## config.mk

```make
export PLATFORM = sky130hd
export DESIGN_NAME = i2s_frame_rms_meter
export DESIGN_NICKNAME = d
export VERILOG_FILES = /design/src/design/ifrm_pkg.sv /design/src/design/i2s_frame_rms_meter.sv /design/src/design/ifrm_cmpsub.sv
export SDC_FILE = /design/constraint.sdc
export NUM_CORES = 2
export LEC_CHECK = 0
export BUFFER_PORTS_ARGS = -buffer_cell sky130_fd_sc_hd__buf_4
export CORE_MARGIN = 3
export CORE_UTILIZATION = 30
export CTS_CLUSTER_SIZE = 8
export DETAILED_ROUTE_END_ITERATION = 8
export GPL_TIMING_DRIVEN = 0
export PLACE_DENSITY = 0.52
export SETUP_SLACK_MARGIN = 0.02
export SYNTH_ARGS = -nofsm -noshare
export SYNTH_HDL_FRONTEND = slang
export SYNTH_SLANG_ARGS = --single-unit
```

## constraint.sdc

```tcl
create_clock -name clock -period 9.5 [get_ports clock]
set_input_delay 2.85 -clock clock [delete_from_list [all_inputs] [get_ports clock]]
set_output_delay 2.85 -clock clock [all_outputs]
set_load 0.01 [all_outputs]
```

## src/design/ifrm_pkg.sv

```systemverilog
`timescale 1ns / 1ps
`default_nettype none

package ifrm_pkg;

   // Fixed widths of the I2S word, the sample and the arithmetic around them.
   localparam int unsigned WORD_W     = 32;
   localparam int unsigned SAMPLE_W   = 24;
   localparam int unsigned SQUARE_W   = 2 * SAMPLE_W;
   localparam int unsigned MEAN_W     = 48;
   localparam int unsigned RMS_W      = 24;
   localparam int unsigned SQRT_STEPS = MEAN_W / 2;
   localparam int unsigned SREM_W     = RMS_W + 2;
   localparam int unsigned SQRT_W     = SREM_W + 2;

   // Largest possible level: the root of the square of the most negative sample.
   localparam logic [RMS_W-1:0] RMS_MAX = 24'h800000;

   typedef struct packed {
      logic [WORD_W-1:0] raw_word;
      logic              frame_end;
   } req_type;

   typedef struct packed {
      logic [RMS_W-1:0] rms_level;
      logic             overrun;
   } rsp_type;

   typedef enum logic [2:0] {
      ST_IDLE,
      ST_MUL,
      ST_ADD,
      ST_DIV,
      ST_SQRT,
      ST_DONE
   } state_type;

endpackage

`default_nettype wire

```

## src/design/i2s_frame_rms_meter.sv

```systemverilog
`timescale 1ns / 1ps
`default_nettype none

// Channel  Direction  Payload            Handshake
// req      in         ifrm_pkg::req_type req_valid / req_ready
// rsp      out        ifrm_pkg::rsp_type rsp_valid / rsp_ready
//
// A sample that does not end a frame is transferred, squared and accumulated.
// A frame end adds restoring division of the SUM_W-bit sum (one quotient bit a cycle),
// square root (one root bit a cycle) and a final step that loads the result.
// Both share one compare-subtract unit.
// Synchronous reset clears the sum, the count, the overrun flag and the result valid.
// A stalled result sits in the output register; a new frame may start meanwhile and
// only waits in the final step if the previous result has not been taken.
module i2s_frame_rms_meter #(
   parameter int unsigned FRAME_SAMPLES = 256
) (
   input  wire logic              clock,
   input  wire logic              reset,
   input  wire logic              req_valid,
   output logic                   req_ready,
   input  wire ifrm_pkg::req_type req_payload,
   output logic                   rsp_valid,
   input  wire logic              rsp_ready,
   output ifrm_pkg::rsp_type      rsp_payload
);

   localparam int unsigned CNT_W  = $clog2(FRAME_SAMPLES + 1);
   localparam int unsigned SUM_W  = ifrm_pkg::SQUARE_W - 2 + CNT_W;
   localparam int unsigned STEP_W = $clog2(SUM_W);
   localparam int unsigned UNIT_W =
      (CNT_W + 1 > ifrm_pkg::SQRT_W) ? CNT_W + 1 : ifrm_pkg::SQRT_W;

   ifrm_pkg::state_type state_ff, state_in;

   logic [ifrm_pkg::SAMPLE_W-1:0] mag_ff, mag_in;
   logic                          end_ff, end_in;
   logic [ifrm_pkg::SQUARE_W-1:0] sq_ff, sq_in;
   logic [SUM_W-1:0]              sum_ff, sum_in;
   logic [CNT_W-1:0]              cnt_ff, cnt_in;
   logic                          ovf_ff, ovf_in;
   logic [SUM_W-1:0]              quo_ff, quo_in;
   logic [CNT_W-1:0]              dvs_ff, dvs_in;
   logic [CNT_W-1:0]              rem_ff, rem_in;
   logic [ifrm_pkg::MEAN_W-1:0]   rad_ff, rad_in;
   logic [ifrm_pkg::SREM_W-1:0]   srem_ff, srem_in;
   logic [ifrm_pkg::RMS_W-1:0]    root_ff, root_in;
   logic                          ovf_res_ff, ovf_res_in;
   logic [STEP_W-1:0]             step_ff, step_in;
   ifrm_pkg::rsp_type             rsp_ff, rsp_in;
   logic                          rsp_valid_ff, rsp_valid_in;

   logic [ifrm_pkg::SAMPLE_W-1:0] sample;
   logic [ifrm_pkg::SAMPLE_W-1:0] mag;
   logic [SUM_W-1:0]              sum_new;
   logic [CNT_W-1:0]              cnt_new;
   logic                          ovf_new;
   logic                          rsp_load;

   logic [CNT_W:0]                div_a;
   logic [ifrm_pkg::SQRT_W-1:0]   sqrt_a;
   logic [ifrm_pkg::SREM_W-1:0]   sqrt_b;
   logic [UNIT_W-1:0]             unit_a;
   logic [UNIT_W-1:0]             unit_b;
   logic [UNIT_W-1:0]             unit_diff;
   logic                          unit_ge;

   // Magnitude of the signed sample in the upper bits of the I2S word.
   assign sample = req_payload.raw_word[ifrm_pkg::WORD_W-1 -: ifrm_pkg::SAMPLE_W];
   assign mag    = sample[ifrm_pkg::SAMPLE_W-1] ?
                   (~sample + ifrm_pkg::SAMPLE_W'(1)) : sample;

   // Operands of the shared unit: one divider step or one square-root step.
   assign div_a  = {rem_ff, quo_ff[SUM_W-1]};
   assign sqrt_a = {srem_ff, rad_ff[ifrm_pkg::MEAN_W-1 -: 2]};
   assign sqrt_b = {root_ff, 2'b01};
   assign unit_a = (state_ff == ifrm_pkg::ST_SQRT) ? UNIT_W'(sqrt_a) : UNIT_W'(div_a);
   assign unit_b = (state_ff == ifrm_pkg::ST_SQRT) ? UNIT_W'(sqrt_b) : UNIT_W'(dvs_ff);

   ifrm_cmpsub #(
      .W (UNIT_W)
   ) u_cmpsub (
      .a    (unit_a),
      .b    (unit_b),
      .diff (unit_diff),
      .ge   (unit_ge)
   );

   // Accumulation of one sample, or the overrun flag once the frame is full.
   always_comb begin
      sum_new = sum_ff;
      cnt_new = cnt_ff;
      ovf_new = ovf_ff;
      if (cnt_ff < CNT_W'(FRAME_SAMPLES)) begin
         sum_new = sum_ff + SUM_W'(sq_ff);
         cnt_new = cnt_ff + CNT_W'(1);
      end else begin
         ovf_new = 1'b1;
      end
   end

   // Sequencer: next state and next values of all registers.
   always_comb begin
      state_in   = state_ff;
      mag_in     = mag_ff;
      end_in     = end_ff;
      sq_in      = sq_ff;
      sum_in     = sum_ff;
      cnt_in     = cnt_ff;
      ovf_in     = ovf_ff;
      quo_in     = quo_ff;
      dvs_in     = dvs_ff;
      rem_in     = rem_ff;
      rad_in     = rad_ff;
      srem_in    = srem_ff;
      root_in    = root_ff;
      ovf_res_in = ovf_res_ff;
      step_in    = step_ff;
      rsp_load   = 1'b0;

      case (state_ff)
         ifrm_pkg::ST_IDLE: begin
            if (req_valid) begin
               mag_in   = mag;
               end_in   = req_payload.frame_end;
               state_in = ifrm_pkg::ST_MUL;
            end
         end

         ifrm_pkg::ST_MUL: begin
            sq_in    = ifrm_pkg::SQUARE_W'(mag_ff) * ifrm_pkg::SQUARE_W'(mag_ff);
            state_in = ifrm_pkg::ST_ADD;
         end

         ifrm_pkg::ST_ADD: begin
            if (end_ff) begin
               // Hand the totals to the divider and start a fresh frame.
               quo_in     = sum_new;
               dvs_in     = (cnt_new == '0) ? CNT_W'(1) : cnt_new;
               rem_in     = '0;
               ovf_res_in = ovf_new;
               sum_in     = '0;
               cnt_in     = '0;
               ovf_in     = 1'b0;
               step_in    = STEP_W'(SUM_W - 1);
               state_in   = ifrm_pkg::ST_DIV;
            end else begin
               sum_in   = sum_new;
               cnt_in   = cnt_new;
               ovf_in   = ovf_new;
               state_in = ifrm_pkg::ST_IDLE;
            end
         end

         ifrm_pkg::ST_DIV: begin
            // Restoring division: dividend bits shift out as quotient bits shift in.
            quo_in = {quo_ff[SUM_W-2:0], unit_ge};
            rem_in = unit_ge ? unit_diff[CNT_W-1:0] : div_a[CNT_W-1:0];
            if (step_ff == '0) begin
               rad_in   = ifrm_pkg::MEAN_W'(quo_in);
               srem_in  = '0;
               root_in  = '0;
               step_in  = STEP_W'(ifrm_pkg::SQRT_STEPS - 1);
               state_in = ifrm_pkg::ST_SQRT;
            end else begin
               step_in = step_ff - STEP_W'(1);
            end
         end

         ifrm_pkg::ST_SQRT: begin
            // Digit-by-digit root: two radicand bits in, one root bit out.
            rad_in = {rad_ff[ifrm_pkg::MEAN_W-3:0], 2'b00};
            if (unit_ge) begin
               srem_in = unit_diff[ifrm_pkg::SREM_W-1:0];
               root_in = {root_ff[ifrm_pkg::RMS_W-2:0], 1'b1};
            end else begin
               srem_in = sqrt_a[ifrm_pkg::SREM_W-1:0];
               root_in = {root_ff[ifrm_pkg::RMS_W-2:0], 1'b0};
            end
            if (step_ff == '0) begin
               state_in = ifrm_pkg::ST_DONE;
            end else begin
               step_in = step_ff - STEP_W'(1);
            end
         end

         ifrm_pkg::ST_DONE: begin
            if (!rsp_valid_ff || rsp_ready) begin
               rsp_load = 1'b1;
               state_in = ifrm_pkg::ST_IDLE;
            end
         end

         default: begin
            state_in = ifrm_pkg::ST_IDLE;
         end
      endcase
   end

   // Output register: loads a finished result, clears after its transfer.
   always_comb begin
      rsp_in       = rsp_ff;
      rsp_valid_in = rsp_valid_ff;
      if (rsp_load) begin
         rsp_in.rms_level = root_ff;
         rsp_in.overrun   = ovf_res_ff;
         rsp_valid_in     = 1'b1;
      end else if (rsp_ready) begin
         rsp_valid_in = 1'b0;
      end
   end

   // Control state and frame totals.
   always_ff @(posedge clock) begin
      if (reset) begin
         state_ff     <= ifrm_pkg::ST_IDLE;
         sum_ff       <= '0;
         cnt_ff       <= '0;
         ovf_ff       <= 1'b0;
         rsp_valid_ff <= 1'b0;
      end else begin
         state_ff     <= state_in;
         sum_ff       <= sum_in;
         cnt_ff       <= cnt_in;
         ovf_ff       <= ovf_in;
         rsp_valid_ff <= rsp_valid_in;
      end
   end

   // Datapath registers.
   always_ff @(posedge clock) begin
      mag_ff     <= mag_in;
      end_ff     <= end_in;
      sq_ff      <= sq_in;
      quo_ff     <= quo_in;
      dvs_ff     <= dvs_in;
      rem_ff     <= rem_in;
      rad_ff     <= rad_in;
      srem_ff    <= srem_in;
      root_ff    <= root_in;
      ovf_res_ff <= ovf_res_in;
      step_ff    <= step_in;
      rsp_ff     <= rsp_in;
   end

   assign req_ready   = (state_ff == ifrm_pkg::ST_IDLE);
   assign rsp_valid   = rsp_valid_ff;
   assign rsp_payload = rsp_ff;

endmodule

`default_nettype wire

```

## src/design/ifrm_cmpsub.sv

```systemverilog
`timescale 1ns / 1ps
`default_nettype none

// Shared compare-and-subtract unit. The borrow of a single subtractor gives the
// compare, so the divider and the square root both get a >= b and a - b from it.
module ifrm_cmpsub #(
   parameter int unsigned W = 28
) (
   input  wire logic [W-1:0] a,
   input  wire logic [W-1:0] b,
   output logic      [W-1:0] diff,
   output logic              ge
);

   logic [W:0] wide_diff;

   assign wide_diff = {1'b0, a} - {1'b0, b};
   assign diff      = wide_diff[W-1:0];
   assign ge        = ~wide_diff[W];

endmodule

`default_nettype wire

```

==> impl_metrics.py <==
metrics = {
    "global_route": {
        "grt_usage_pct": 15.9,
        "antenna_found_initial": 2,
        "grt_pass1_wl_mm": 148,
        "grt_max_degree": 54,
        "gr-total-overflow": 0,
        "grt_pass1_vias": 26000,
    },
    "detailed_routing": {
        "via_per_inst": 4.73,
        "via_count": 24900,
        "drtIter0Drc": 1596,
        "firstDrtPassIters": 5,
        "ant_nets": 0,
        "drc": 0,
        "wirelength_mm": 92.5,
        "wl_per_cell_um": 17.6,
    },
    "yosys": {
        "yosys_most_used_dff": "edfxtp_1",
        "synth_simple_gate_area_share_pct": 14.0,
        "netlist_instances": 3605,
        "synth_fa_ha_area_share_pct": 34.0,
        "synth.avg_cell_area_um2": 9.49,
        "async_flop_share_pct": 0,
        "synth.area.mux_share_pct": 0.592,
        "synth_seq_cells": 344,
        "syn_area_mm2": 0.0342,
        "synth_xor_area_share_pct": 3.92,
        "synth_nets": 4318,
        "synth_top_family_by_area": "adder cells",
        "synth_edf_count": 275,
        "yosys_warnings": 0,
        "synth-compound-area-share_pct": 10.7,
        "yosysUniqueCellTypes": 72,
        "ys_seq_area_share_pct": 28.2,
    },
    "floorplanning": {
        "dieArea_mm2": 0.118,
        "die_w_um": 344,
        "initial_core_util_pct": 30.3,
        "core_area_mm2": 0.113,
        "boundaryPins": 64,
        "row_count": 123,
        "die_h_um": 344,
    },
    "worst_setup_path": {
        "critical_path_peak_fanout": 10,
        "worst-r2r-setup-slack_ns": 0.46,
        "required_ns": 9.85,
        "cp_data_arrival_time_ns": 9.39,
        "end_kind": "flop",
        "crit_type": "reg2reg",
        "startpoint_type": "flop",
    },
    "clocking": {
        "clk_path_buf_depth": 3,
        "cts_made_buffers": 50,
        "clk_pin_slew_ns": 0.05,
        "cts_tree": "yes",
        "htree_num_levels": 2,
        "ctsResizeCount": 0,
        "cts.sinks": 344,
        "cts-root-buf": "clkbuf_16",
        "worst_skew_pair.late_latency_ns": 0.62,
        "hold_buffers": 0,
        "postCtsSetupBuffers": 0,
    },
    "timing": {
        "timing.final.crit_share_pct": 95.1,
        "tightest_slew_ns": 1.18,
        "hold_ws_ns": 0.423,
        "drv_slew": 0,
        "timing.setup.tns_ns": 0,
        "hold_violations": 0,
        "max-slew-margin-rel_pct": 20.7,
        "grt_setup_unrepaired": "false",
        "fin_crit_ns": 9.04,
        "skew_ns": 0.0551,
        "fmax_mhz": 111,
        "setup_violations": 0,
    },
    "finish": {
        "fin_cells": 5262,
        "layout.nets": 4432,
        "layout_commonest_cell": "inv_1",
        "final_cell_mix": "inv_1, nand2_1, fa_1",
        "drive_gt1_share_pct": 3.88,
        "area_growth_pct": 11.5,
    },
    "run": {
        "drv_cap": 0,
    },
    "outcome": {
        "outcome": "completed",
    },
    "place": {
        "dp_cells": 5167,
        "hpwl_mm": 73.5,
        "portBuffers": 55,
        "place.gp.congestion": 0.863,
    },
    "min_path": {
        "hold_class": "reg2reg",
    },
}
## critical path, cell delays in order, from the launching register on
cell	delay (ns)
edfxtp_1	0.59
clkbuf_1	0.63
clkbuf_1	0.66
nand2_1	0.25
fa_1	0.58
inv_1	0.05
fa_1	0.52
fa_1	0.56
inv_1	0.05
fa_1	0.50
inv_1	0.07
fa_1	0.49
fa_1	0.49
inv_1	0.05
fa_1	0.51
inv_1	0.05
ha_1	0.38
o21ai_0	0.13
o21bai_1	0.21
o32ai_1	0.12
a31oi_1	0.41
a41oi_1	0.28
o21a_1	0.29
nor3_1	0.32
o221ai_1	0.24
o21ai_0	0.26
xnor2_1	0.10
## sequential cells by signal, indices dropped and copies added (netlist names), 24 cells and up
signal	cells
srem_ff	26
rad_ff	48
quo_ff	55
mag_ff	24
rsp_payload	25
root_ff	24
sum_ff	55
sq_ff	47
## synth_stat cells (18+ instances only)
cell type	n	area share (%)
inv_1	636	7.0
a22oi_1	29	0.64
or3_1	23	0.42
and2_1	115	2.1
a22o_1	20	0.51
o21ai_0	114	1.7
mux2i_1	18	0.53
clkbuf_1	143	1.6
dfxtp_1	69	4.0
nor2_1	175	1.9
a31oi_1	42	0.77
xnor2_1	96	2.5
nor2b_1	30	0.55
xor2_1	57	1.5
and3_1	48	0.88
nor3_1	21	0.31
nand3_1	24	0.35
ha_1	253	9.2
nand4_1	24	0.44
a21o_1	63	1.4
nand2_1	531	5.8
edfxtp_1	275	24
fa_1	423	25
a21oi_1	189	2.8
## through the flow
step	utilization [%]	setup WS [ns]	area, µm²
final	33.8	0.462	38200
after floorplan	-	2.30	34200
after global routing	33.8	0.0470	38200
after CTS	33.8	0.470	38200
after detailed placement	32.5	0.452	36700
after global placement	32.4	0.465	36500
## cell families (layout without fill, tap and decap cells)
kind of cell             count (synthesis)  count (layout)
XOR/XNOR                               153             153
buffers and inverters                  787             943
other                                    0               1
AO/OA/AOI/OAI                          580             580
AND/OR/NAND/NOR                       1045            1045
adder cells (fa/ha/maj)                676             676
flip-flops                             344             344
multiplexers                            20              20
## per-layer routing
metal	wire length, µm	track usage, %	part of all wire [%]
met5	13	0	0.014
met4	1990	3.36	2.1
met3	4540	2.26	4.9
met2	42800	26.4	46
met1	43100	22.1	47
## worst paths after layout
kind / start / end / cells after the start
worst max register to register: mag_ff[4] / sq_ff[47] / 26
worst max-delay path: mag_ff[4] / sq_ff[47] / 26
worst min-delay path: ovf_res_ff / rsp_payload[0] / 0
worst min register to register: ovf_res_ff / rsp_payload[0] / 0
## layout make-up
type                       count  area [µm²]
antenna                        1        2.50
clock inverter                 4        65.1
clock buffer                  90        1430
multi-input combinational   2474       21600
tap                         1500        1880
timing repair buffer          62         528
buffer                       150         571
sequential                   344        9640
fill                       11700       74700
inverter                     637        2390
Power is not shown: default switching activity piles up to over one toggle a cycle in this logic, so the estimate is an artifact.
